## src/design/bloom_filter_int64_keys_core_macros.svh

```systemverilog
// Assertion helpers for the bloom filter core.
`ifndef BLOOM_FILTER_INT64_KEYS_CORE_MACROS_SVH
`define BLOOM_FILTER_INT64_KEYS_CORE_MACROS_SVH

// Same-cycle implication, disabled in reset.
`define BFK_ASSERT_IMP(lbl, clk, rstn, ante, cons) \
	lbl: assert property (@(posedge clk) disable iff (!(rstn)) (ante) |-> (cons)) \
		else $error("bfk check failed");

// Next-cycle implication, disabled in reset.
`define BFK_ASSERT_NXT(lbl, clk, rstn, ante, cons) \
	lbl: assert property (@(posedge clk) disable iff (!(rstn)) (ante) |=> (cons)) \
		else $error("bfk check failed");

`endif

```

## src/design/bfk_pkg.sv

```systemverilog
package bfk_pkg;

	localparam int DEF_MAX_FILTER_BITS = 65536;
	localparam int DEF_MAX_HASHES      = 16;

	localparam int FILTER_BITS_W = 17;
	localparam int NUM_HASHES_W  = 5;
	localparam int CFG_INDEX_W   = 2;
	localparam int CFG_DATA_W    = 17;

	localparam logic [CFG_INDEX_W-1:0] REG_FILTER_BITS = 2'd0;
	localparam logic [CFG_INDEX_W-1:0] REG_NUM_HASHES  = 2'd1;

	localparam logic OP_INSERT = 1'b0;
	localparam logic OP_TEST   = 1'b1;

	localparam int QDEPTH = 4;

	localparam logic [31:0] MUR_C1 = 32'hcc9e2d51;
	localparam logic [31:0] MUR_C2 = 32'h1b873593;
	localparam logic [31:0] MUR_C3 = 32'h85ebca6b;
	localparam logic [31:0] MUR_C4 = 32'hc2b2ae35;
	localparam logic [31:0] MUR_E  = 32'he6546b64;

	typedef struct packed {
		logic op;
		logic skip;
		logic last;
	} bfk_flags_t;

	typedef struct packed {
		logic full;
		logic empty;
	} bfk_qstat_t;

	function automatic logic [31:0] rotl32(input logic [31:0] x, input int unsigned r);
		return (x << r) | (x >> (32 - r));
	endfunction

	function automatic logic [31:0] mix5(input logic [31:0] x);
		return x + (x << 2) + MUR_E;
	endfunction

endpackage

```

## src/design/bfk_queue.sv

```systemverilog
`include "bloom_filter_int64_keys_core_macros.svh"

module bfk_queue #(
	parameter int W = 8
) (
	input  logic                clk,
	input  logic                arst_n,
	input  logic                push,
	input  logic [W-1:0]        push_data,
	input  logic                pop,
	output logic [W-1:0]        head,
	output bfk_pkg::bfk_qstat_t qstat
);
	import bfk_pkg::*;

	localparam int QPW = $clog2(QDEPTH);
	localparam int QCW = $clog2(QDEPTH + 1);

	logic [W-1:0]   slots_q [QDEPTH];
	logic [QPW-1:0] wr_q;
	logic [QPW-1:0] rd_q;
	logic [QCW-1:0] cnt_q;

	assign head        = slots_q[rd_q];
	assign qstat.full  = (cnt_q == QCW'(QDEPTH));
	assign qstat.empty = (cnt_q == '0);

	always_ff @(posedge clk) begin
		if (push)
			slots_q[wr_q] <= push_data;
	end

	always_ff @(posedge clk or negedge arst_n) begin
		if (!arst_n) begin
			wr_q  <= '0;
			rd_q  <= '0;
			cnt_q <= '0;
		end else begin
			if (push)
				wr_q <= wr_q + 1'b1;
			if (pop)
				rd_q <= rd_q + 1'b1;
			if (push && !pop)
				cnt_q <= cnt_q + 1'b1;
			else if (pop && !push)
				cnt_q <= cnt_q - 1'b1;
		end
	end

	`BFK_ASSERT_IMP(a_no_push_full, clk, arst_n, push, !qstat.full)
	`BFK_ASSERT_IMP(a_no_pop_empty, clk, arst_n, pop, !qstat.empty)

endmodule

```

## config.mk

```make
export PLATFORM = sky130hd
export DESIGN_NAME = bfk_queue
export DESIGN_NICKNAME = d
export VERILOG_FILES = /design/src/design/bfk_pkg.sv /design/src/design/bfk_queue.sv
export VERILOG_INCLUDE_DIRS = /design/src /design/src/design
export SDC_FILE = /design/constraint.sdc
export NUM_CORES = 1
export LEC_CHECK = 0
export ABC_AREA = 1
export BUFFER_PORTS_ARGS = -buffer_cell sky130_fd_sc_hd__buf_2
export CAP_MARGIN = 20
export CORE_AREA = 2 2 59 61
export DETAILED_ROUTE_END_ITERATION = 8
export DIE_AREA = 0 0 61 63
export PLACE_DENSITY = 0.75
export SYNTH_ARGS = -nofsm -noshare
export SYNTH_HDL_FRONTEND = slang
export SYNTH_SLANG_ARGS = --single-unit
```

## constraint.sdc

```tcl
create_clock -name clk -period 1.3 [get_ports clk]
set_input_delay 0.39 -clock clk [delete_from_list [all_inputs] [get_ports clk]]
set_output_delay 0.39 -clock clk [all_outputs]
set_load 0.05 [all_outputs]
```

# ---- Word-level counts from Yosys, hierarchy flattened
# Memories as Yosys holds them, arrays and structs flattened.
# Cells that the tools add are included.
dict set report classes {
  n_reduce_logical 6
  eq_ne 1
  addsub 4
  n_mux 4
}
# op count
set ops {}
lappend ops {{3-bit 2-to-1 mux} 2}
lappend ops {{2-bit by 1-bit adder with 2-bit output, second input constant} 2}
lappend ops {{3-bit by 1-bit adder with 3-bit output, second input constant} 1}
lappend ops {{3-bit equality test, second input constant} 1}
lappend ops {{3-bit zero test} 1}
lappend ops {{3-bit by 1-bit subtractor with 3-bit output, second input constant} 1}
lappend ops {{1-bit logical AND} 2}
lappend ops {{1-bit zero test} 2}
lappend ops {{1-bit 2-to-1 mux} 2}
lappend ops {{2-bit nonzero test} 1}
dict set report word_totals {
  out_inout_bits 10
  elab_cells 19
  in_bits 12
  n_memories 1
  ram_bits 32
  ff_bits 7
}
# memory words word_bits rd rd_ports_with_merged_regs wr line
set mem_list {}
lappend mem_list {slots_q 4 8 1 0 1 bfk_queue.sv:19} ;# logic [W-1:0] slots_q [QDEPTH];

# ---- Logic depth before layout (Yosys ltp)
dict set report logic_depth {
  word_depth 4
  ltp_mapped 9
  ltp_nobuf 9
}

# ---- Worst setup path after synthesis
# No wires, ideal clock.
dict set report synth_timing {
  path_type {register to output}
  from {register cnt_q[0]}
  to {output qstat[0] (netlist bit)}
  stages_incl_launch_ff 2
  path_buffers 0
  setup_slack_ns -0.612
  arrival_time_ns 1.522
  path_cell_list {dfrtp_1 nor3_1}
}
# element line
set synth_rtl {}
lappend synth_rtl {{from (decl)} bfk_queue.sv:22} ;# logic [QCW-1:0] cnt_q;
lappend synth_rtl {{from (signal assigned)} bfk_queue.sv:44} ;# cnt_q <= cnt_q + 1'b1;
lappend synth_rtl {{from (signal assigned)} bfk_queue.sv:46} ;# cnt_q <= cnt_q - 1'b1;
lappend synth_rtl {{to (decl)} bfk_queue.sv:12} ;# output bfk_pkg::bfk_qstat_t qstat

# ---- Worst setup path after layout
dict set report layout_timing {
  from {register rd_q[0]}
  to {output head[2]}
}
dict set report layout_between {
  elab_chain_cells 1
}
# element line
set layout_rtl {}
lappend layout_rtl {{from (decl)} bfk_queue.sv:21} ;# logic [QPW-1:0] rd_q;
lappend layout_rtl {{from (signal assigned)} bfk_queue.sv:42} ;# rd_q <= rd_q + 1'b1;
lappend layout_rtl {{memory 4 x 8 bit} n/a}
lappend layout_rtl {{to (decl)} bfk_queue.sv:11} ;# output logic [W-1:0] head,
# Every way passes these cells.

==> impl_metrics.csv <==
group,metric,value,unit
synth,synth-edff-count,32,
timing,setup_ws,-0.471,ns
worst_setup_path,crit_type,"reg -> out",
layout,seqCellArea,1140,um^2
timing,clock.fmax,565,MHz
synth,synth_seq_area_share,66.6,%
clocking,clkSinkCount,39,
floorplan,die_w,61,um
timing,whs,0.266,ns
layout,antenna_cells,0,
synth,ys_seq_elements,39,
floorplan,start_util,52.8,%
clocking,cts_buffer_depth,2,
power,ir_drop,1130,uV
floorplan,ios,22,
layout,nets,196,
synth,yosysTopAreaCell,"edfxtp_1",
routing,via_count,1101,
synth,synth-main-ff-cell,"edfxtp_1",
layout,stdcell_area,2150,um^2
placement,gp_congestion,0.820,
synth,yosysTopAreaCellShare,56.3,%
clocking,cts.htree.levels,2,
clocking,clk_latency,0.33,ns
job,drv_cap,0,
clocking,cts_made_buffers,5,
timing,finalCriticalPeriod,1.77,ns
synth,yosysMostFrequentCell,"nand2_1",
placement,hpwl,2030,um
timing,worstMarginPinSlew,0.231,ns
routing,drt_wl_total,3000,um
clocking,tritoncts,"built",
synth,syn-cell-area,1710,um^2
routing,post_drt_via_cell_ratio,4.89,
global_route,grt_start_max_net_pins,35,
layout,post-route-util,66.4,%
outcome,failed_checks,"setup timing",
timing,timing.final.hold_violations,0,
synth,syn_avg_cell_area,12.1,um^2
worst_setup_path,worstPathRequired,0.91,ns
routing,ant_nets,0,
worst_setup_path,startpoint_type,"register",
synth,netlist_top_cells_count,"nand2_1 (37), edfxtp_1 (32), inv_1 (27), o211ai_1 (15), dfrtp_1 (7)",
routing,first_pass_iters,4,
layout,area_delta_synth_final,25.7,%
timing,finalSetupViolCount,12,
routing,wl_per_cell,13.3,um
layout,drive_gt1_share,34.6,%
worst_setup_path,worstPathMaxFanout,34,
power,leakage,0.938,nW
clocking,path_clk_slew,0.10,ns
placement,placed_area,1980,um^2
timing,rsz0062_at_grt,"yes",
timing,slew_headroom,84.5,%
synth,synthTopCellsByArea,"edfxtp_1 (56%), dfrtp_1 (10%), nand2_1 (8.1%)",
clocking,root_buffer,"clkbuf_4",
worst_setup_path,arrival,1.38,ns
timing,period_share,136,%
routing,drc,0,
global_route,gr-total-overflow,0,
timing,final_max_slew_viol_count,0,
timing,finClkSkew,0.00842,ns
synth,synth_nets,159,
outcome,status,"finished with violations",
floorplan,dieArea,3840,um^2
placement,portBuffers,21,
layout,fillers,246,
synth,ys_types,18,
synth,synthCells,141,
synth,async_flop_share,17.9,%
routing,drt_iter0_drc,46,
floorplan,coreArea,3230,um^2
hold_path,worstHoldPathType,"in -> reg",
placement,pre_cts_ws,-0.227,ns
power,power,5.33,mW
global_route,grt_pass1_wl,5000,um
floorplan,fp.dieH,63,um
global_route,grtUsageTotal,18.0,%
power,powerDensity,2490,nW/um^2
layout,multiInputGateArea,463,um^2
global_route,antenna_found_initial,0,
floorplan,rows,21,
synth,yosysWarningCount,0,
global_route,grt_pass1_vias,1131,
worst_setup_path,endpoint_kind,"output port",
## flip-flops by register name, indices dropped and copies added, names as in the netlist
name / count
cnt_q: 3
rd_q: 2
slots_q: 32
wr_q: 2
## final cells by class
| class | count | area share [%] |
|---|---|---|
| inverter | 28 | 5.01 |
| tap | 46 | 2.68 |
| sequential | 39 | 53.2 |
| timing repair buffer | 36 | 15.3 |
| multi-input combinational | 68 | 21.6 |
| clock buffer | 8 | 2.27 |
## stage by stage
step | setup TNS, ns | std cells
6_report | -4.43 | 225
5_1_grt | -5.34 | 225
4_1_cts | -4.37 | 224
3_5_place_dp | -2.08 | 213
3_3_place_gp | -1.56 | 213
2_1_floorplan | -0.732 | 141
## logic make-up after synthesis
logic type               Yosys count  synth area share [%]
adder cells (fa/ha/maj)            6                  4.84
XOR/XNOR                           4                  2.05
AO/OA/AOI/OAI                     17                  7.62
buffers and inverters             34                  9.53
AND/OR/NAND/NOR                   41                  9.38
flip-flops                        39                  66.6
## per-layer routing
metal	track usage, %	wire [um]
met2	29.4	1630
met1	21.8	1180
met4	5.16	73
met3	6.83	120
met5	0	0
## critical path: stages (launching register included)
cell and delay (ns):
dfrtp_1 0.41, buf_12 0.17, o211ai_1 0.23, nand2_2 0.08
buf_6 0.16
## where the power goes
part	internal, mW	total (mW)	leakage (nW)	switching [mW]
clock network	0.215	0.552	0.0265	0.337
logic	1.12	2.87	0.539	1.75
registers	1.68	1.91	0.373	0.228
## repair_timing
action / CTS / global route
endpoints found under the hold margin: 7 / 0
setup buffers: 2 / 1
pin swaps: 3 / 8
resized for setup: 23 / 7
endpoints found under the setup margin: 10 / 12
hold buffers: 1 / 0
## worst paths after layout
| path | start | to | slack, ns | cells past startpoint |
|---|---|---|---|---|
| hold / removal | push_data[6] | slots_q[1][6]$_DFFE_PP_ | 0.27 | 1 |
| setup reg to reg | cnt_q[0]$_DFFE_PN0P_ | cnt_q[2]$_DFFE_PN0P_ | -0.18 | 7 |
| setup / recovery | rd_q[0]$_DFFE_PN0P_ | head[2] | -0.47 | 4 |
| min in group asynchronous | arst_n | rd_q[0]$_DFFE_PN0P_ | 0.42 | 2 |
| hold reg to reg | wr_q[0]$_DFFE_PN0P_ | wr_q[0]$_DFFE_PN0P_ | 0.55 | 1 |
| max in group asynchronous | arst_n | cnt_q[0]$_DFFE_PN0P_ | 0.71 | 2 |
## placed cells by master (no fill, tap or decap)
cell type      synthesis  final
buf_12                 0      3
buf_2                  1     11
buf_4                  0      9
buf_6                  4     12
clkbuf_1               0      3
clkbuf_4               0      5
dfrtp_1                7      3
dfrtp_2                0      4
dlygate4sd3_1          0      1
edfxtp_1              32     32
fa_2                   0      1
ha_1                   5      5
inv_1                 27     25
inv_2                  0      2
inv_4                  1      1
nand2_1               37     27
nand2_2                0     10
nand3_2                0      1
nand4_1                1      1
nor3_4                 0      2
o211ai_1              15     15
o211ai_2               1      1
o21ai_1                1      1
xnor2_1                1      1
xor2_1                 3      3
Power figures use the tool's default switching activity.
