`config.mk`:
```
export PLATFORM = sky130hd
export DESIGN_NAME = bfk_front
export DESIGN_NICKNAME = d
export VERILOG_FILES = /design/src/design/bfk_pkg.sv /design/src/design/bfk_front.sv
export VERILOG_INCLUDE_DIRS = /design/src /design/src/design
export SDC_FILE = /design/constraint.sdc
export NUM_CORES = 2
export LEC_CHECK = 0
export BUFFER_PORTS_ARGS = -buffer_cell sky130_fd_sc_hd__buf_2
export CAP_MARGIN = 20
export CORE_MARGIN = 1
export CORE_UTILIZATION = 45
export DETAILED_ROUTE_END_ITERATION = 10
export SLEW_MARGIN = 20
export SYNTH_ARGS = -nofsm -noshare
export SYNTH_HDL_FRONTEND = slang
export SYNTH_SLANG_ARGS = --single-unit
```
`constraint.sdc`:
```
create_clock -name clk -period 12.3 [get_ports clk]
set_clock_uncertainty 0.1 [all_clocks]
set_input_delay 0.615 -clock clk [delete_from_list [all_inputs] [get_ports clk]]
set_output_delay 0.615 -clock clk [all_outputs]
set_load 0.02 [all_outputs]
```
`src/design/bloom_filter_int64_keys_core_macros.svh`:
```
// Assertion helpers for the bloom filter core.
`ifndef BLOOM_FILTER_INT64_KEYS_CORE_MACROS_SVH
`define BLOOM_FILTER_INT64_KEYS_CORE_MACROS_SVH

// Same-cycle implication, disabled in reset.
`define BFK_ASSERT_IMP(lbl, clk, rstn, ante, cons) \
	lbl: assert property (@(posedge clk) disable iff (!(rstn)) (ante) |-> (cons)) \
		else $error("bfk check failed");

// Next-cycle implication, disabled in reset.
`define BFK_ASSERT_NXT(lbl, clk, rstn, ante, cons) \
	lbl: assert property (@(posedge clk) disable iff (!(rstn)) (ante) |=> (cons)) \
		else $error("bfk check failed");

`endif

```
`src/design/bfk_pkg.sv`:
```
package bfk_pkg;

	localparam int DEF_MAX_FILTER_BITS = 65536;
	localparam int DEF_MAX_HASHES      = 16;

	localparam int FILTER_BITS_W = 17;
	localparam int NUM_HASHES_W  = 5;
	localparam int CFG_INDEX_W   = 2;
	localparam int CFG_DATA_W    = 17;

	localparam logic [CFG_INDEX_W-1:0] REG_FILTER_BITS = 2'd0;
	localparam logic [CFG_INDEX_W-1:0] REG_NUM_HASHES  = 2'd1;

	localparam logic OP_INSERT = 1'b0;
	localparam logic OP_TEST   = 1'b1;

	localparam int QDEPTH = 4;

	localparam logic [31:0] MUR_C1 = 32'hcc9e2d51;
	localparam logic [31:0] MUR_C2 = 32'h1b873593;
	localparam logic [31:0] MUR_C3 = 32'h85ebca6b;
	localparam logic [31:0] MUR_C4 = 32'hc2b2ae35;
	localparam logic [31:0] MUR_E  = 32'he6546b64;

	typedef struct packed {
		logic op;
		logic skip;
		logic last;
	} bfk_flags_t;

	typedef struct packed {
		logic full;
		logic empty;
	} bfk_qstat_t;

	function automatic logic [31:0] rotl32(input logic [31:0] x, input int unsigned r);
		return (x << r) | (x >> (32 - r));
	endfunction

	function automatic logic [31:0] mix5(input logic [31:0] x);
		return x + (x << 2) + MUR_E;
	endfunction

endpackage

```
`src/design/bfk_front.sv`:
```
`include "bloom_filter_int64_keys_core_macros.svh"

module bfk_front #(
	parameter int MAX_FILTER_BITS = 65536,
	parameter int MAX_HASHES      = 16,
	parameter int PW              = $clog2(MAX_FILTER_BITS)
) (
	input  logic                              clk,
	input  logic                              arst_n,
	input  logic                              accept,
	input  logic                              opcode,
	input  logic [63:0]                       key,
	input  logic [bfk_pkg::FILTER_BITS_W-1:0] filter_bits,
	input  logic [bfk_pkg::NUM_HASHES_W-1:0]  hash_count,
	input  bfk_pkg::bfk_qstat_t               qstat,
	output logic                              front_busy,
	output logic                              push,
	output bfk_pkg::bfk_flags_t               push_flags,
	output logic [PW-1:0]                     push_pos
);
	import bfk_pkg::*;

	localparam int MW = $clog2(MAX_FILTER_BITS + 1);
	localparam int SW = $clog2(MAX_HASHES + 1);

	localparam logic [3:0] ST_IDLE = 4'd0;
	localparam logic [3:0] ST_PK1A = 4'd1;
	localparam logic [3:0] ST_PK1B = 4'd2;
	localparam logic [3:0] ST_PK2A = 4'd3;
	localparam logic [3:0] ST_PK2B = 4'd4;
	localparam logic [3:0] ST_H1   = 4'd5;
	localparam logic [3:0] ST_H2   = 4'd6;
	localparam logic [3:0] ST_F1   = 4'd7;
	localparam logic [3:0] ST_F2   = 4'd8;
	localparam logic [3:0] ST_DIV  = 4'd9;
	localparam logic [3:0] ST_PUSH = 4'd10;

	logic [3:0]    st_q;
	logic [63:0]   key_q;
	logic          op_q;
	logic          skip_q;
	logic [MW-1:0] m_q;
	logic [SW-1:0] kh_q;
	logic [SW-1:0] seed_q;
	logic [31:0]   h_q;
	logic [31:0]   k1_q;
	logic [31:0]   k2_q;
	logic [31:0]   div_q;
	logic [MW-1:0] rem_q;
	logic [2:0]    dcnt_q;

	logic [31:0] mul_a;
	logic [31:0] mul_b;
	logic [31:0] prod;
	logic [31:0] g;
	logic [31:0] fb32;
	logic [31:0] eff_m;
	logic [31:0] nh32;
	logic [31:0] eff_k;
	logic [MW:0] r;
	logic [MW-1:0] rem_n;
	logic        is_last;

	assign g = h_q ^ 32'd8;

	always_comb begin
		unique case (st_q)
			ST_PK1A: begin
				mul_a = key_q[31:0];
				mul_b = MUR_C1;
			end
			ST_PK1B: begin
				mul_a = rotl32(h_q, 15);
				mul_b = MUR_C2;
			end
			ST_PK2A: begin
				mul_a = key_q[63:32];
				mul_b = MUR_C1;
			end
			ST_PK2B: begin
				mul_a = rotl32(h_q, 15);
				mul_b = MUR_C2;
			end
			ST_F1: begin
				mul_a = g ^ (g >> 16);
				mul_b = MUR_C3;
			end
			ST_F2: begin
				mul_a = h_q ^ (h_q >> 13);
				mul_b = MUR_C4;
			end
			default: begin
				mul_a = h_q;
				mul_b = MUR_C3;
			end
		endcase
	end

	assign prod = mul_a * mul_b;

	assign fb32  = 32'(filter_bits);
	assign eff_m = (fb32 == 32'd0) ? 32'd1 :
		(fb32 > 32'(MAX_FILTER_BITS)) ? 32'(MAX_FILTER_BITS) : fb32;
	assign nh32  = 32'(hash_count);
	assign eff_k = (nh32 > 32'(MAX_HASHES)) ? 32'(MAX_HASHES) : nh32;

	// four restoring remainder steps per cycle
	always_comb begin
		r = {1'b0, rem_q};
		for (int j = 0; j < 4; j++) begin
			r = {r[MW-1:0], div_q[31-j]};
			if (r >= {1'b0, m_q})
				r = r - {1'b0, m_q};
		end
		rem_n = r[MW-1:0];
	end

	assign is_last = skip_q || (({1'b0, seed_q} + 1'b1) == {1'b0, kh_q});

	assign front_busy = (st_q != ST_IDLE);
	assign push       = (st_q == ST_PUSH) && !qstat.full;
	assign push_flags = '{op: op_q, skip: skip_q, last: is_last};
	assign push_pos   = rem_q[PW-1:0];

	always_ff @(posedge clk or negedge arst_n) begin
		if (!arst_n) begin
			st_q   <= ST_IDLE;
			key_q  <= '0;
			op_q   <= 1'b0;
			skip_q <= 1'b0;
			m_q    <= '0;
			kh_q   <= '0;
			seed_q <= '0;
			h_q    <= '0;
			k1_q   <= '0;
			k2_q   <= '0;
			div_q  <= '0;
			rem_q  <= '0;
			dcnt_q <= '0;
		end else begin
			unique case (st_q)
				ST_IDLE: begin
					if (accept) begin
						key_q  <= key;
						op_q   <= opcode;
						m_q    <= eff_m[MW-1:0];
						kh_q   <= eff_k[SW-1:0];
						seed_q <= '0;
						skip_q <= 1'b0;
						st_q   <= ST_PK1A;
					end
				end
				ST_PK1A: begin
					h_q  <= prod;
					st_q <= ST_PK1B;
				end
				ST_PK1B: begin
					k1_q <= prod;
					st_q <= ST_PK2A;
				end
				ST_PK2A: begin
					h_q  <= prod;
					st_q <= ST_PK2B;
				end
				ST_PK2B: begin
					k2_q <= prod;
					if (kh_q == '0) begin
						skip_q <= 1'b1;
						rem_q  <= '0;
						st_q   <= ST_PUSH;
					end else begin
						st_q <= ST_H1;
					end
				end
				ST_H1: begin
					h_q  <= mix5(rotl32(32'(seed_q) ^ k1_q, 13));
					st_q <= ST_H2;
				end
				ST_H2: begin
					h_q  <= mix5(rotl32(h_q ^ k2_q, 13));
					st_q <= ST_F1;
				end
				ST_F1: begin
					h_q  <= prod;
					st_q <= ST_F2;
				end
				ST_F2: begin
					div_q  <= prod ^ (prod >> 16);
					rem_q  <= '0;
					dcnt_q <= '0;
					st_q   <= ST_DIV;
				end
				ST_DIV: begin
					rem_q  <= rem_n;
					div_q  <= div_q << 4;
					dcnt_q <= dcnt_q + 3'd1;
					if (dcnt_q == 3'd7)
						st_q <= ST_PUSH;
				end
				ST_PUSH: begin
					if (!qstat.full) begin
						if (is_last) begin
							st_q <= ST_IDLE;
						end else begin
							seed_q <= seed_q + 1'b1;
							st_q   <= ST_H1;
						end
					end
				end
				default: st_q <= ST_IDLE;
			endcase
		end
	end

	`BFK_ASSERT_IMP(a_rem_below_mod, clk, arst_n, st_q == ST_DIV, rem_q < m_q)

endmodule

```
=== Yosys cells after proc, flatten, opt, wreduce, memory -nomap -nowiden ===
Index checks and enable logic that the tools add are counted.

* Register bits: 245
* Input port bits: 92

* Add/subtract/negate cells: 11
* $mul: 1
* $lt $le $gt $ge: 6
* Equal/unequal tests: 17
* Multiplexer cells: 27
* Bitwise operators: 9
* Reductions and logical operators: 20

{| class="wikitable"
|+ Operator list
! kind !! count
|-
| $pmux 32 s3 || 2
|-
| $pmux 32 s5 || 1
|-
| $mux 17 || 7
|-
| $ge 18x17->1 || 4
|-
| $sub 17x17->17 || 4
|-
| $add 32x32->32 || 2
|-
| $add 32x32->32 const B || 2
|-
| $or 32x13->32 || 2
|-
| $pmux 32 s2 || 1
|-
| $xor 32x16->32 || 2
|-
| $pmux 17 s3 || 1
|-
| $pmux 4 s11 || 1
|-
| $logic_not 32->1 || 1
|-
| $mul 32x32->32 || 1
|-
| $or 32x15->32 || 1
|-
| $xor 32x19->32 || 1
|-
| $xor 32x32->32 || 1
|-
| $xor 5x32->32 || 1
|-
| $mux 5 || 4
|-
| $gt 17x17->1 const B || 1
|-
| $eq 4x3->1 const B || 4
|-
| $mux 4 || 4
|-
| $eq 4x4->1 const B || 3
|-
| $ne 2x2->1 const B || 5
|-
| other kinds (27) || 35
|}

=== Longest topological paths before layout ===
* Depth after elaboration: 9
* Mapped depth: 55
* Gate-level depth less buffers: 52

=== Worst setup path before layout ===
Ideal clock, no wire load.

* Kind: register to register
* Start: register m_q[1]
* End: register rem_q[14]
* Setup time: 0.132 ns
* Arrival: 9.977 ns
* Path slack: 2.091 ns
* Cell stages (with the launch flop): 53
* Period minus slack after synthesis: 10.209 ns
* Cell sequence: dfrtp_1 > inv_1 > fa_1 > a21o_1 > a21oi_2 > nor2b_1 > o21ai_2 > a21oi_2 > a21oi_4 > clkbuf_1 > mux2_2 > ha_1 > nor2b_1 > o21ai_2 > a21boi_1 > o31a_1 > o211ai_2 > nand3_1 > [... 17 more ...] > and2_4 > buf_6 > a21oi_1 > ha_1 > nor2b_1 > o21ai_0 > a21boi_0 > o21ai_0 > a21oi_1 > o21ai_0 > a21oi_1 > o21a_1 > a31oi_1 > nor2b_1 > a2111oi_4 > buf_6 > mux2i_1 > o21ai_1

* Cells in the longest elaborated chain, start to end: 9
* Elaborated cells on any way between the ends: 13
* Classes of those cells: 4 x add/sub; 4 x order compare; 5 x mux

{| class="wikitable"
|+ RTL lines
! item !! line !! text
|-
| start, declared || bfk_front.sv:42 || <nowiki>logic [MW-1:0] m_q;</nowiki>
|-
| start signal, assigned || bfk_front.sv:146 || <nowiki>m_q <= eff_m[MW-1:0];</nowiki>
|-
| $sub 17x17->17 or $ge 18x17->1 (tied branches) || bfk_front.sv:113, bfk_front.sv:112 ||
|-
| $mux 17 || bfk_front.sv:112 || <nowiki>if (r >= {1'b0, m_q})</nowiki>
|-
| $sub 17x17->17 or $ge 18x17->1 (tied branches) || bfk_front.sv:113, bfk_front.sv:112 ||
|-
| $mux 17 || bfk_front.sv:112 ||
|-
| $sub 17x17->17 or $ge 18x17->1 (tied branches) || bfk_front.sv:113, bfk_front.sv:112 ||
|-
| $mux 17 || bfk_front.sv:112 ||
|-
| $sub 17x17->17 or $ge 18x17->1 (tied branches) || bfk_front.sv:113, bfk_front.sv:112 ||
|-
| $mux 17 * || bfk_front.sv:112 ||
|-
| $pmux 17 s3 * || bfk_front.sv:141 || <nowiki>unique case (st_q)</nowiki>
|-
| end signal, assigned || bfk_front.sv:194 || <nowiki>rem_q <= rem_n;</nowiki>
|-
| end, declared || bfk_front.sv:49 || <nowiki>logic [MW-1:0] rem_q;</nowiki>
|}

Every way passes the cells marked *; elsewhere a longest branch is shown, timed or not.
A chain may end at the register's enable or synchronous reset.

=== Worst setup path in the final report ===
* Start: register m_q[1]
* End: register rem_q[3]

* Cells in the longest elaborated chain, start to end: 9
* Elaborated cells on any way between the ends: 13
* Classes of those cells: 4 x add/sub; 4 x order compare; 5 x mux

{| class="wikitable"
|+ RTL lines
! item !! line
|-
| $sub 17x17->17 or $ge 18x17->1 (tied branches) || bfk_front.sv:113, bfk_front.sv:112
|-
| $mux 17 || bfk_front.sv:112
|-
| $sub 17x17->17 or $ge 18x17->1 (tied branches) || bfk_front.sv:113, bfk_front.sv:112
|-
| $mux 17 || bfk_front.sv:112
|-
| $ge 18x17->1 or $sub 17x17->17 (tied branches) || bfk_front.sv:112, bfk_front.sv:113
|-
| $mux 17 || bfk_front.sv:112
|-
| $sub 17x17->17 or $ge 18x17->1 (tied branches) || bfk_front.sv:113, bfk_front.sv:112
|-
| $mux 17 * || bfk_front.sv:112
|-
| $pmux 17 s3 * || bfk_front.sv:141
|}

Marked as above.

==> impl_metrics.yaml <==
layout:
  multiInputGateArea_um2: 24400
  synthToLayoutAreaGrowth_pct: 8.05
  seq_area_um2: 6130
  diodes: 0
  fillers: 7264
  drive_gt1_frac: 0.0971
  nets: 4671
logic_synthesis:
  synth_commonest_cells: "691 x inv_1, 388 x fa_1, 358 x nand2_1"
  synthXorXnorAreaFrac: 0.0676
  synth_simple_gate_area_frac: 0.110
  async_reset_ff_frac: 1.00
  ys_ff_latch: 245
  netlist_instances: 3815
  synth-warning-count: 0
  synth_top_area_frac: 0.230
  syn_area_um2: 33800
  synth_fa_ha_area_frac: 0.352
  synth_most_common_cell: "inv_1"
  synth_top_family_by_area: "adder cells"
  ys_top_cells_by_area: "fa_1 23%, dfrtp_1 18%, ha_1 12%"
  synth_area_per_cell_um2: 8.86
  muxShareOfSynthArea: 0.0463
  seq_area_frac_synth: 0.181
  synthFlopType: "dfrtp_1"
  synth_compound_area_frac: 0.143
  synth_edf_count: 0
  syn_nets: 4626
  yosysUniqueCellTypes: 94
  yosys.area.top_type: "fa_1"
grt:
  grt_pass1_vias: 27000
  grt_pass1_wl_um: 170000
  antenna_found_initial: 6
  grt_overflow: 0
  grt_max_degree: 102
  grt_usage: 0.296
floorplanning:
  die_area_um2: 76200
  die_width_um: 276
  core_area_um2: 74300
  ios: 113
  fp.dieH_um: 276
  rows: 100
  start_util: 0.455
worst_setup_path:
  critical_path_arrival_ns: 11.77
  rr_worst_depth: 48
  path_class: "register to register"
  cp.required_ns: 12.72
  cpPeakStageDelay_ns: 0.50
  crit_top_cell: "nor2b_1"
  cp_slowest_cell: "dfrtp_1"
  worstPathMaxFanout: 27
  crit_path_end_kind: "register"
  start_kind: "register"
route:
  viasPerCell: 5.59
  drt-initial-drc-count: 2463
  firstDrtPassIters: 6
  vias: 27200
  drc: 0
  wl_um: 112000
  post_drt_wl_per_cell_um: 23.2
  antenna_left: 0
clock_tree:
  insertion_delay_ns: 0.63
  cts_buffers: 30
  postCtsSetupRepairBufs: 0
  root_buffer: "clkbuf_16"
  cts_tree: "done"
  htree_num_levels: 1
  cts.clk_slew.worst_paths_ns: 0.06
  clock_tree.buffer_depth: 3
  cts.sinks: 245
sta:
  rsz0062_at_grt: "no"
  fin_setup_tns_ns: 0
  period_share: 0.923
  slew_headroom: 0.193
  finalSetupViolations: 0
  hold_violations: 0
  max_freq_mhz: 88.1
  finalCriticalPeriod_ns: 11.35
  worst_pin_slew_ns: 1.21
  final_max_slew_viol_count: 0
outcome:
  outcome: "finished, final reports clean"
placement:
  dpl.hpwl_um: 92900
  io_buffers: 111
  place.gp.congestion: 1.01
run:
  maxCapViolCount: 0
worst_hold_path:
  min_path_cells: 2
  hold_class: "input pin to register"
## layer usage
| metal | track usage | vias up | part of all wire |
|---|---|---|---|
| li1 | - | 12500 | - |
| met1 | 0.414 | 13400 | 0.44 |
| met2 | 0.461 | 1071 | 0.44 |
| met3 | 0.0513 | 216 | 0.079 |
| met4 | 0.108 | 0 | 0.040 |
| met5 | 0 | - | 0 |
## cell type report
| type | count | area share |
|---|---|---|
| multi-input combinational | 2706 | 0.667 |
| sequential | 245 | 0.168 |
| inverter | 692 | 0.0712 |
| tap | 969 | 0.0332 |
| timing repair buffer | 185 | 0.0315 |
| clock buffer | 39 | 0.0226 |
| clock inverter | 17 | 0.00620 |
## final timing paths
kind	from	end	slack [ns]
setup / recovery	m_q[1]$_DFFE_PN0P_	rem_q[3]$_DFFE_PN0P_	0.95
max in group asynchronous	arst_n	st_q[1]$_DFFE_PN0P_	9.98
min in group asynchronous	arst_n	k1_q[24]$_DFFE_PN0P_	0.51
hold / removal	filter_bits[7]	m_q[7]$_DFFE_PN0P_	0.12
hold reg to reg	dcnt_q[1]$_DFFE_PN0P_	dcnt_q[1]$_DFFE_PN0P_	0.37
setup reg to reg	m_q[1]$_DFFE_PN0P_	rem_q[3]$_DFFE_PN0P_	0.95
## stage by stage
stage | util | area (um2) | hold WS [ns] | setup slack, ns | cells
after detailed placement | 0.476 | 35400 | 0.366 | 1.12 | 4795
after global routing | 0.491 | 36500 | 0.100 | 0.0389 | 4853
after floorplan | - | 33800 | 0.219 | 2.09 | 3815
after global placement | 0.476 | 35400 | 0.353 | 1.18 | 4795
after CTS | 0.491 | 36500 | 0.0826 | 1.03 | 4852
final | 0.491 | 36500 | 0.118 | 0.949 | 4853
## sequential cells by signal, summed over array words and instances (netlist names), 17 cells and up
name   count
key_q     64
div_q     32
h_q       32
k1_q      32
k2_q      32
m_q       17
rem_q     17
## cell families after synthesis
group,count (synthesis)
fa+ha+maj,719
simple gates,831
mux,145
flops,245
buf+inv,864
xor+xnor,256
compound gates,755
## worst max-delay path, delay by kind of cell (launching register included)
kind,cells,cell delay [ns]
compound gates,27,5.38
simple gates,11,1.93
fa+ha+maj,4,1.67
buf+inv,4,0.82
mux,2,0.78
flops,1,0.50
## timing repair
item / in CTS / in global routing
setup endpoints to repair: 0 / 1
resized for setup: 0 / 1
hold buffers: 1 / 0
hold endpoints to repair: 68 / 0
## cells in the final DEF, fill, tap and decap left out, types with 10 or more instances in the layout
cell and instances:
a21o_1 61, nor2_1 229, or2_2 10, inv_1 691
xnor2_1 158, a31oi_1 11, and3_1 16, nand2b_1 40
nand2_1 356, nand3_1 35, o21ai_0 226, o22ai_1 32
a211oi_1 18, o21a_1 31, dfrtp_1 243, buf_4 71
nor3_1 29, nand4_1 17, nor2b_1 31, xor2_1 92
mux2i_1 56, fa_1 388, o221ai_1 13, mux2_2 89
ha_1 331, a221oi_1 11, clkbuf_16 30, o21bai_1 16
and2_1 23, buf_2 110, a21oi_1 187, a22o_1 21
Power is left out: the tool's default activity adds up to more than one toggle a clock period on the data nets, which glitch-free logic cannot reach.
